**config.mk**
```make
export PLATFORM = sky130hd
export DESIGN_NAME = base64url_percent_pad_encoder_top
export DESIGN_NICKNAME = d
export VERILOG_FILES = /design/src/sv/b64u_pkg.sv /design/src/sv/b64u_front.sv /design/src/sv/b64u_cmdq.sv /design/src/sv/b64u_back.sv /design/src/sv/base64url_percent_pad_encoder_top.sv
export SDC_FILE = /design/constraint.sdc
export NUM_CORES = 1
export LEC_CHECK = 0
export BUFFER_PORTS_ARGS = -buffer_cell sky130_fd_sc_hd__buf_4
export CAP_MARGIN = 25
export CORE_ASPECT_RATIO = 1.2
export CORE_MARGIN = 5
export CORE_UTILIZATION = 40
export DETAILED_ROUTE_END_ITERATION = 10
export GPL_TIMING_DRIVEN = 1
export PLACE_DENSITY = 0.61
export SYNTH_ARGS = -nofsm -noshare
export SYNTH_HDL_FRONTEND = slang
export SYNTH_SLANG_ARGS = --single-unit
```
**constraint.sdc**
```tcl
create_clock -name i_clk -period 5.37 [get_ports i_clk]
set_input_delay 0.537 -clock i_clk [delete_from_list [all_inputs] [get_ports i_clk]]
set_output_delay 0.537 -clock i_clk [all_outputs]
set_load 0.005 [all_outputs]
```
**src/sv/b64u_pkg.sv**
```systemverilog
// Shared types, constants and the symbol function for the base64url encoder.
// No dependencies. Imported by every module of the encoder.
package b64u_pkg;

    localparam int CMD_Q_DEPTH = 4;

    localparam logic [7:0] CHR_PERCENT = 8'h25;
    localparam logic [7:0] CHR_THREE   = 8'h33;
    localparam logic [7:0] CHR_D       = 8'h44;

    localparam logic [1:0] PHASE_FIRST  = 2'd0;
    localparam logic [1:0] PHASE_SECOND = 2'd1;
    localparam logic [1:0] PHASE_THIRD  = 2'd2;

    typedef struct packed {
        logic [7:0] data_byte;
        logic       last_byte;
    } t_in_item;

    typedef struct packed {
        logic [7:0] out_char;
        logic       last_char;
    } t_out_item;

    // One classified input byte: one or two symbols, then zero to two "%3D" pads.
    typedef struct packed {
        logic [5:0] sym0;
        logic [5:0] sym1;
        logic       two_syms;
        logic [1:0] pads;
        logic       last;
    } t_cmd;

    function automatic logic [7:0] sym_char(input logic [5:0] idx);
        logic [7:0] v;
        v = {2'b00, idx};
        if (idx < 6'd26) begin
            sym_char = 8'h41 + v;
        end else if (idx < 6'd52) begin
            sym_char = 8'h61 + v - 8'd26;
        end else if (idx < 6'd62) begin
            sym_char = 8'h30 + v - 8'd52;
        end else if (idx == 6'd62) begin
            sym_char = 8'h2d;
        end else begin
            sym_char = 8'h5f;
        end
    endfunction

endpackage

```
**src/sv/b64u_front.sv**
```systemverilog
// Front end: tracks the group phase and leftover bits and turns each byte into a command.
// Depends on b64u_pkg.
module b64u_front import b64u_pkg::*; (
    input  logic     i_clk,
    input  logic     i_rst_n,
    input  logic     i_accept,
    input  t_in_item i_item,
    output t_cmd     o_cmd
);

    logic [1:0] r_phase, n_phase;
    logic [3:0] r_left, n_left;
    logic [7:0] w_b;
    logic       w_fin;

    assign w_b   = i_item.data_byte;
    assign w_fin = i_item.last_byte;

    always_comb begin
        o_cmd   = '0;
        n_phase = r_phase;
        n_left  = r_left;
        unique case (r_phase)
            PHASE_SECOND: begin
                o_cmd.sym0 = {r_left[1:0], w_b[7:4]};
                if (w_fin) begin
                    o_cmd.sym1     = {w_b[3:0], 2'b00};
                    o_cmd.two_syms = 1'b1;
                    o_cmd.pads     = 2'd1;
                    o_cmd.last     = 1'b1;
                end
                n_phase = PHASE_THIRD;
                n_left  = w_b[3:0];
            end
            PHASE_THIRD: begin
                o_cmd.sym0     = {r_left, w_b[7:6]};
                o_cmd.sym1     = w_b[5:0];
                o_cmd.two_syms = 1'b1;
                o_cmd.last     = w_fin;
                n_phase        = PHASE_FIRST;
                n_left         = 4'd0;
            end
            default: begin
                o_cmd.sym0 = w_b[7:2];
                if (w_fin) begin
                    o_cmd.sym1     = {w_b[1:0], 4'b0000};
                    o_cmd.two_syms = 1'b1;
                    o_cmd.pads     = 2'd2;
                    o_cmd.last     = 1'b1;
                end
                n_phase = PHASE_SECOND;
                n_left  = {2'b00, w_b[1:0]};
            end
        endcase
        if (w_fin) begin
            n_phase = PHASE_FIRST;
            n_left  = 4'd0;
        end
    end

    always_ff @(posedge i_clk) begin
        if (!i_rst_n) begin
            r_phase <= PHASE_FIRST;
            r_left  <= 4'd0;
        end else if (i_accept) begin
            r_phase <= n_phase;
            r_left  <= n_left;
        end
    end

    a_phase_valid: assert property (@(posedge i_clk) disable iff (!i_rst_n)
        r_phase != 2'd3) else $error("Group phase reached an unused code.");
    a_last_resets: assert property (@(posedge i_clk) disable iff (!i_rst_n)
        i_accept && w_fin |=> r_phase == PHASE_FIRST && r_left == 4'd0)
        else $error("State was not cleared after the final byte.");
    a_left_narrow: assert property (@(posedge i_clk) disable iff (!i_rst_n)
        r_phase != PHASE_THIRD |-> r_left[3:2] == 2'b00)
        else $error("Leftover bits too wide for the group phase.");

endmodule

```
**src/sv/b64u_cmdq.sv**
```systemverilog
// Small command queue between the front end and the character sequencer.
// Depends on b64u_pkg.
module b64u_cmdq import b64u_pkg::*; #(
    parameter int QDepth = CMD_Q_DEPTH
) (
    input  logic i_clk,
    input  logic i_rst_n,
    input  logic i_wr,
    input  t_cmd i_cmd,
    output logic o_full,
    input  logic i_rd,
    output logic o_empty,
    output t_cmd o_cmd
);

    localparam int PtrW = (QDepth > 1) ? $clog2(QDepth) : 1;
    localparam int CntW = $clog2(QDepth + 1);
    localparam logic [PtrW-1:0] LastPtr = PtrW'(QDepth - 1);
    localparam logic [CntW-1:0] FullCnt = CntW'(QDepth);

    t_cmd            r_mem [QDepth];
    logic [PtrW-1:0] r_wp, r_rp;
    logic [CntW-1:0] r_cnt;
    logic            w_wr, w_rd;

    assign o_full  = (r_cnt == FullCnt);
    assign o_empty = (r_cnt == '0);
    assign o_cmd   = r_mem[r_rp];
    assign w_wr    = i_wr && !o_full;
    assign w_rd    = i_rd && !o_empty;

    always_ff @(posedge i_clk) begin
        if (w_wr) begin
            r_mem[r_wp] <= i_cmd;
        end
    end

    always_ff @(posedge i_clk) begin
        if (!i_rst_n) begin
            r_wp  <= '0;
            r_rp  <= '0;
            r_cnt <= '0;
        end else begin
            if (w_wr) begin
                r_wp <= (r_wp == LastPtr) ? '0 : r_wp + 1'b1;
            end
            if (w_rd) begin
                r_rp <= (r_rp == LastPtr) ? '0 : r_rp + 1'b1;
            end
            if (w_wr && !w_rd) begin
                r_cnt <= r_cnt + 1'b1;
            end else if (w_rd && !w_wr) begin
                r_cnt <= r_cnt - 1'b1;
            end
        end
    end

    a_cnt_bound: assert property (@(posedge i_clk) disable iff (!i_rst_n)
        r_cnt <= FullCnt) else $error("Queue count exceeds depth.");
    a_ptr_match: assert property (@(posedge i_clk) disable iff (!i_rst_n)
        (r_cnt == '0 || r_cnt == FullCnt) |-> r_wp == r_rp)
        else $error("Queue pointers disagree with count.");

endmodule

```
**src/sv/b64u_back.sv**
```systemverilog
// Character sequencer: expands one command into symbols and padding, one character a cycle unless the output stalls.
// Depends on b64u_pkg.
module b64u_back import b64u_pkg::*; (
    input  logic      i_clk,
    input  logic      i_rst_n,
    input  logic      i_q_empty,
    input  t_cmd      i_cmd,
    output logic      o_q_rd,
    output logic      o_empty,
    input  logic      i_pop,
    output t_out_item o_item
);

    logic [2:0] r_step;
    logic       r_ov;
    logic [7:0] r_char;
    logic       r_last;
    logic [2:0] w_nsym, w_last_idx, w_p;
    logic [7:0] w_char;
    logic       w_load, w_end;

    assign w_nsym     = i_cmd.two_syms ? 3'd2 : 3'd1;
    assign w_last_idx = w_nsym - 3'd1 + {i_cmd.pads, 1'b0} + {1'b0, i_cmd.pads};
    assign w_p        = r_step - w_nsym;
    assign w_end      = (r_step == w_last_idx);
    assign w_load     = !i_q_empty && (!r_ov || i_pop);

    always_comb begin
        if (r_step == 3'd0) begin
            w_char = sym_char(i_cmd.sym0);
        end else if (r_step == 3'd1 && i_cmd.two_syms) begin
            w_char = sym_char(i_cmd.sym1);
        end else begin
            case (w_p) inside
                3'd0, 3'd3: w_char = CHR_PERCENT;
                3'd1, 3'd4: w_char = CHR_THREE;
                default:    w_char = CHR_D;
            endcase
        end
    end

    always_ff @(posedge i_clk) begin
        if (w_load) begin
            r_char <= w_char;
            r_last <= i_cmd.last && w_end;
        end
    end

    always_ff @(posedge i_clk) begin
        if (!i_rst_n) begin
            r_step <= 3'd0;
            r_ov   <= 1'b0;
        end else begin
            r_ov <= w_load || (r_ov && !i_pop);
            if (w_load) begin
                r_step <= w_end ? 3'd0 : r_step + 3'd1;
            end
        end
    end

    assign o_q_rd            = w_load && w_end;
    assign o_empty           = !r_ov;
    assign o_item.out_char   = r_char;
    assign o_item.last_char  = r_last;

    a_step_needs_cmd: assert property (@(posedge i_clk) disable iff (!i_rst_n)
        r_step != 3'd0 |-> !i_q_empty) else $error("Sequencer mid-command with no command.");
    a_step_hold: assert property (@(posedge i_clk) disable iff (!i_rst_n)
        !w_load |=> $stable(r_step)) else $error("Step moved without a load.");
    a_pad_end: assert property (@(posedge i_clk) disable iff (!i_rst_n)
        w_load && w_end && i_cmd.pads != 2'd0 |=> r_char == CHR_D)
        else $error("Padded command did not end in a pad character.");

endmodule

```
**src/sv/base64url_percent_pad_encoder_top.sv**
```systemverilog
// Top level of the streaming base64url encoder with percent-encoded padding.
// Depends on b64u_pkg, b64u_front, b64u_cmdq and b64u_back.
//
//  Channel   Handshake        Payload                 Accepted when
//  input     push / full      i_in_item (t_in_item)   push && !full
//  output    empty / pop      o_out_item (t_out_item) pop && !empty
//
// The front end takes one byte a cycle while the command queue has room.
// The sequencer emits one character a cycle while the output is popped: four
// per three bytes in a group, up to eight for a final byte, so the single
// output character register limits the sustained byte rate. A pushed byte goes
// through the command queue, then the output register. Reset is synchronous
// and clears phase, queue and output valid bit; a stalled pop holds the output.
module base64url_percent_pad_encoder_top import b64u_pkg::*; #(
    parameter int QDepth = CMD_Q_DEPTH
) (
    input  logic      i_clk,
    input  logic      i_rst_n,
    input  logic      push,
    output logic      full,
    input  t_in_item  i_in_item,
    output logic      empty,
    input  logic      pop,
    output t_out_item o_out_item
);

    t_cmd w_cmd_in, w_cmd_out;
    logic w_accept, w_q_empty, w_q_rd;

    assign w_accept = push && !full;

    b64u_front u_front (
        .i_clk    (i_clk),
        .i_rst_n  (i_rst_n),
        .i_accept (w_accept),
        .i_item   (i_in_item),
        .o_cmd    (w_cmd_in)
    );

    b64u_cmdq #(.QDepth(QDepth)) u_cmdq (
        .i_clk   (i_clk),
        .i_rst_n (i_rst_n),
        .i_wr    (w_accept),
        .i_cmd   (w_cmd_in),
        .o_full  (full),
        .i_rd    (w_q_rd),
        .o_empty (w_q_empty),
        .o_cmd   (w_cmd_out)
    );

    b64u_back u_back (
        .i_clk     (i_clk),
        .i_rst_n   (i_rst_n),
        .i_q_empty (w_q_empty),
        .i_cmd     (w_cmd_out),
        .o_q_rd    (w_q_rd),
        .o_empty   (empty),
        .i_pop     (pop),
        .o_item    (o_out_item)
    );

endmodule
```
# ---- Word level (Yosys, flattened, before mapping)
# Memories as Yosys holds them, arrays and structs flattened. A register that Yosys moved wholly into a read port is not among the register bits.
# Index checks and enable logic that the tools add are counted.
dict set report totals {
  regBits 26
  mem_bits_rw 64
  input_bits 13
  out_inout_bits 11
  wordCells 102
  mem_count 1
}
# name words width read_ports rd_ports_with_merged_regs write_ports line
set memory_table {}
lappend memory_table {u_cmdq.r_mem 4 16 1 1 1 b64u_cmdq.sv:21} ;# t_cmd r_mem [QDepth];
dict set report classes {
  addsub 19
  n_lt_le_gt_ge 6
  n_eq_ne 12
  n_mux 31
  reduce_logical 24
}
# operator n
set ops {}
lappend ops {{8-bit two-way mux} 9}
lappend ops {{7-bit by 6-bit adder with 8-bit output (first input constant)} 4}
lappend ops {{13-bit case mux with 2 select lines} 1}
lappend ops {{6-bit < comparator (second input constant)} 4}
lappend ops {{7-bit two-way mux} 3}
lappend ops {{10-bit two-way mux} 2}
lappend ops {{8-bit by 5-bit subtractor with 8-bit output (second input constant)} 2}
lappend ops {{8-bit by 6-bit subtractor with 8-bit output (second input constant)} 2}
lappend ops {{6-bit by 6-bit adder with 7-bit output (first input constant)} 2}
lappend ops {{6-bit equality test (second input constant)} 2}
lappend ops {{6-bit by 5-bit < comparator with 1-bit output (second input constant)} 2}
lappend ops {{2-bit two-way mux} 6}
lappend ops {{1-bit logical AND} 10}
lappend ops {{3-bit zero test} 3}
lappend ops {{3-bit two-way mux} 3}
lappend ops {{2-bit case mux with 2 select lines} 2}
lappend ops {{4-bit case mux with 2 select lines} 1}
lappend ops {{3-bit by 1-bit adder with 3-bit output (second input constant)} 2}
lappend ops {{2-bit equality test (second input constant)} 3}
lappend ops {{3-bit by 1-bit equality test with 1-bit output (second input constant)} 2}
lappend ops {{3-bit equality test (second input constant)} 2}
lappend ops {{1-bit zero test} 6}
lappend ops {{3-bit by 1-bit subtractor with 3-bit output (second input constant)} 2}
lappend ops {{2-bit by 1-bit adder with 2-bit output (second input constant)} 2}
lappend ops {{12 further kinds} 15}

# ---- Longest topological paths before layout
dict set report logic_depth {
  depth_word 10
  mapped_depth 18
  mapped_depth_nobuf 16
}

# ---- Modules after synthesis
# From an unflattened synthesis, not the netlist that was laid out.
dict set report hier_totals {
  hier_cells 427
  hier_area_um2 5086.1
}
# mod instances cells_each area_per_inst_um2
set by_module_without_submodules {}
lappend by_module_without_submodules {b64u_cmdq 1 135 2826.5}
lappend by_module_without_submodules {b64u_back 1 217 1695.4}
lappend by_module_without_submodules {b64u_front 1 74 550.5}
lappend by_module_without_submodules {base64url_percent_pad_encoder_top 1 1 13.8}

# ---- Least setup slack after synthesis
# Ideal clock, no wire load.
dict set report synth_path {
  path_kind {reg2reg}
  from {register with a tool-made name}
  to {register u_cmdq.r_cnt[2]}
  arrival_ns 3.685
  required_time_ns 5.294
  slack_ns 1.609
  path_stages_with_launch 18
  path_buffers 2
  period_less_slack_ns 3.761
  path_cell_list {dfxtp_1 > buf_6 > buf_6 > mux4_2 > ha_1 > inv_1 > fa_1 > xor2_1 > xnor2_1 > nand3_1 > nor2_1 > inv_1 > ha_1 > inv_1 > fa_1 > xor2_1 > or3_1 > a21boi_0}
}
# item line
set synth_lines {}
lappend synth_lines {{to (signal assigned)} b64u_cmdq.sv:51} ;# r_cnt <= r_cnt + 1'b1;
lappend synth_lines {{to (signal assigned)} b64u_cmdq.sv:53} ;# r_cnt <= r_cnt - 1'b1;
lappend synth_lines {{to (decl)} b64u_cmdq.sv:23} ;# logic [CntW-1:0] r_cnt;

==> impl_metrics.toml <==
[synth]
synth_cells = 446
synth_edf_count = 73
ys.flop_type = "edfxtp_1"
synth_area_um2 = 5199
syn_area_per_cell_um2 = 11.66
synth_top_area_share_pct = 42.17
yosysSeqAreaShare_pct = 49.48
synth-seq-cells = 92
synth.top_cells.by_count = "73 x edfxtp_1, 36 x ha_1, 31 x inv_1"
synth_area_leaders = "edfxtp_1 42%, ha_1 8.7%, dfxtp_1 7.3%"
async_flop_share_pct = 0
yosys_warnings = 0
synth_nets = 498
synthDistinctLibCells = 59
yosysMostFrequentCell = "edfxtp_1"
synth_top_cell_by_area = "edfxtp_1"

[place]
hpwlAfterDp_um = 7304
place_ws_ns = 1.166
place_area_um2 = 5470
place_congestion = 0.8623
io_buffers = 23

[power_and_ir_drop]
p_leak_nw = 2.073
peakVddDrop_mv = 0.1926
power_mw = 2.952
powerDensity_nw_per_um2 = 514.5

[setup_path]
critPathArrivalTime_ns = 4.40
r2r_slack_ns = 1.24
cp-end-kind = "flop"
crit_family = "adder cells"
crit_path_cell_trace = "buf_4, mux4_2, ha_1, fa_1, xor2_1, xnor2_1, nand3_1, nor2_1, inv_1, ha_1, inv_1, fa_1, xor2_1, or3_1, a21boi_0"
worst-path-buf-inv = 3
max_stage_delay_ns = 0.60
startpoint_type = "flop"
critPathKind = "flop to flop"
worstPathMaxFanout = 10
slowest_stage = "mux4_2"
required_ns = 5.64

[final_layout]
antenna_cells = 0
multiInputGateArea_um2 = 2392
drive_above_1_share_pct = 14.01
fillCellCount = 1205
synthToLayoutAreaGrowth_pct = 10.37
final_cell_area_um2 = 5738
regArea_um2 = 2572
fin_nets = 511

[global_routing]
use_met2_pct = 22.69
busiest_layer = "met2"
grt-ovfl-total = 0
use_met1_pct = 17.19
grt_pass1_vias = 3342
antenna_found_initial = 0
grt_usage_pct = 13.65
gr-usage-met3_pct = 3.138
grt_start_max_net_pins = 22
grt_pass1_wl_um = 16640

[detailed_routing]
via_per_inst = 5.354
wl_per_cell_um = 15.91
vias = 3362
antenna_left = 0
drtIter0Drc = 157
routed_wl_um = 9993
firstDrtPassIters = 4
route.detailed.drc = 0

[clocking]
root_buffer = "clkbuf_16"
clkTransAtPathRegs_ns = 0.07
ctsHtreeMaxLevel = 3
cts_buffers = 9
cts.sinks = 92
cts_setup_buffers = 0
tritoncts = "built"
insertion_delay_ns = 0.34
cts_buffer_depth = 2
holdBufCountCts = 0
cts-resized-gates = 0

[sta]
setup_ws_ns = 1.237
post-route-period-util_pct = 76.97
worst_slew_pin_slew_ns = 0.8358
rsz0062_at_grt = "no"
setup_viol_count_final = 0
hold_viol = 0
slew_viol_final = 0
maxSlewHeadroom_pct = 44.28
finalClockSkew_ns = 0.007120
fin_tns_setup_ns = 0
period_minus_slack_ns = 4.133
fmax_mhz = 241.9

[die]
core_area_um2 = 12720
pin_count = 24
dieHeight_um = 134.9
start_util_pct = 40.86
dieArea_um2 = 15390
die_width_um = 114.1
rows = 45

[hold_path]
min_path_type = "input port to flop"

[outcome]
status = "completed"

[flow_run]
drv_cap = 0
-- path summary, 6_finish.rpt --
| path | from | end | cells after the start |
|---|---|---|---|
| max reg2reg | flop | u_cmdq.r_cnt[2] | 15 |
| min | pop | u_back.r_ov | 4 |
| min reg2reg | u_back.r_ov | u_back.r_ov | 2 |
| max | flop | u_cmdq.r_cnt[2] | 15 |
-- report_power, final --
part / internal [mW] / switching [mW]
Clock: 0.311 / 0.254
Sequential: 0.929 / 0.0608
Combinational: 0.586 / 0.812
-- cells by family after synthesis --
| kind of cell | share of synthesized area, % |
|---|---|
| and+or+nand+nor | 12.37 |
| AOI/OAI and AO/OA | 14.30 |
| DFF | 49.48 |
| buffers and inverters | 4.501 |
| adders and majority gates | 9.820 |
| muxes | 7.509 |
| xor gates and xnor gates | 2.022 |
-- cell usage in the layout (no fill, tap or decap), types with 4 or more instances in the layout --
cell / synthesis / routed
a21oi_1: 22 / 22
nand2b_1: 4 / 4
and2_1: 12 / 12
a22oi_1: 6 / 6
nor2b_1: 13 / 13
a31oi_1: 4 / 4
inv_1: 31 / 31
buf_4: 1 / 24
and3_1: 5 / 5
nand2_1: 30 / 30
ha_1: 36 / 36
a22o_1: 5 / 5
edfxtp_1: 73 / 73
nor2_1: 18 / 18
xor2_1: 6 / 6
a21boi_0: 11 / 11
mux4_2: 16 / 16
xnor2_1: 6 / 6
o21ai_0: 21 / 21
dfxtp_1: 19 / 19
nor3_1: 8 / 8
nand3_1: 14 / 14
clkbuf_16: 0 / 9
a211oi_1: 6 / 6
-- layer usage --
layer	up-vias	routed length (um)
met3	13	392
li1	1681	-
met4	0	206
met1	1612	4429
met2	56	4963
met5	-	0
-- final cells by class --
cell class | instances | share of cell area (%)
Tap cell | 164 | 3.576
Clock buffer | 9 | 3.925
Timing Repair Buffer | 24 | 3.140
Clock inverter | 7 | 0.7414
Multi-Input combinational cell | 300 | 41.69
Inverter | 32 | 2.093
Sequential cell | 92 | 44.83
-- registers in the layout, indices dropped and copies added, names as in the netlist, named ones only --
signal / count
u_cmdq.r_cnt: 3
u_cmdq.r_mem: 64
u_back.r_last: 1
u_back.r_char: 8
u_back.r_ov: 1
u_cmdq.r_rp: 2
u_front.r_left: 4
u_front.r_phase: 2
u_back.r_step: 3
u_cmdq.r_wp: 2
-- through the flow --
step | util, % | hold WS, ns | std cells
2_1_floorplan | - | 0.4413 | 446
3_3_place_gp | 42.99 | 0.4627 | 612
3_5_place_dp | 42.99 | 0.4772 | 612
4_1_cts | 45.09 | 0.4697 | 628
5_1_grt | 45.09 | 0.5064 | 628
6_report | 45.09 | 0.4746 | 628
-- worst reg2reg max path: stages, from the launching register on --
cell and delay [ns]:
dfxtp_1 0.57, buf_4 0.32, mux4_2 0.60, ha_1 0.25
fa_1 0.41, xor2_1 0.18, xnor2_1 0.12, nand3_1 0.19
nor2_1 0.11, inv_1 0.07, ha_1 0.18, inv_1 0.06
fa_1 0.38, xor2_1 0.18, or3_1 0.30, a21boi_0 0.15
No activity file was read; power rests on OpenSTA's default activity.
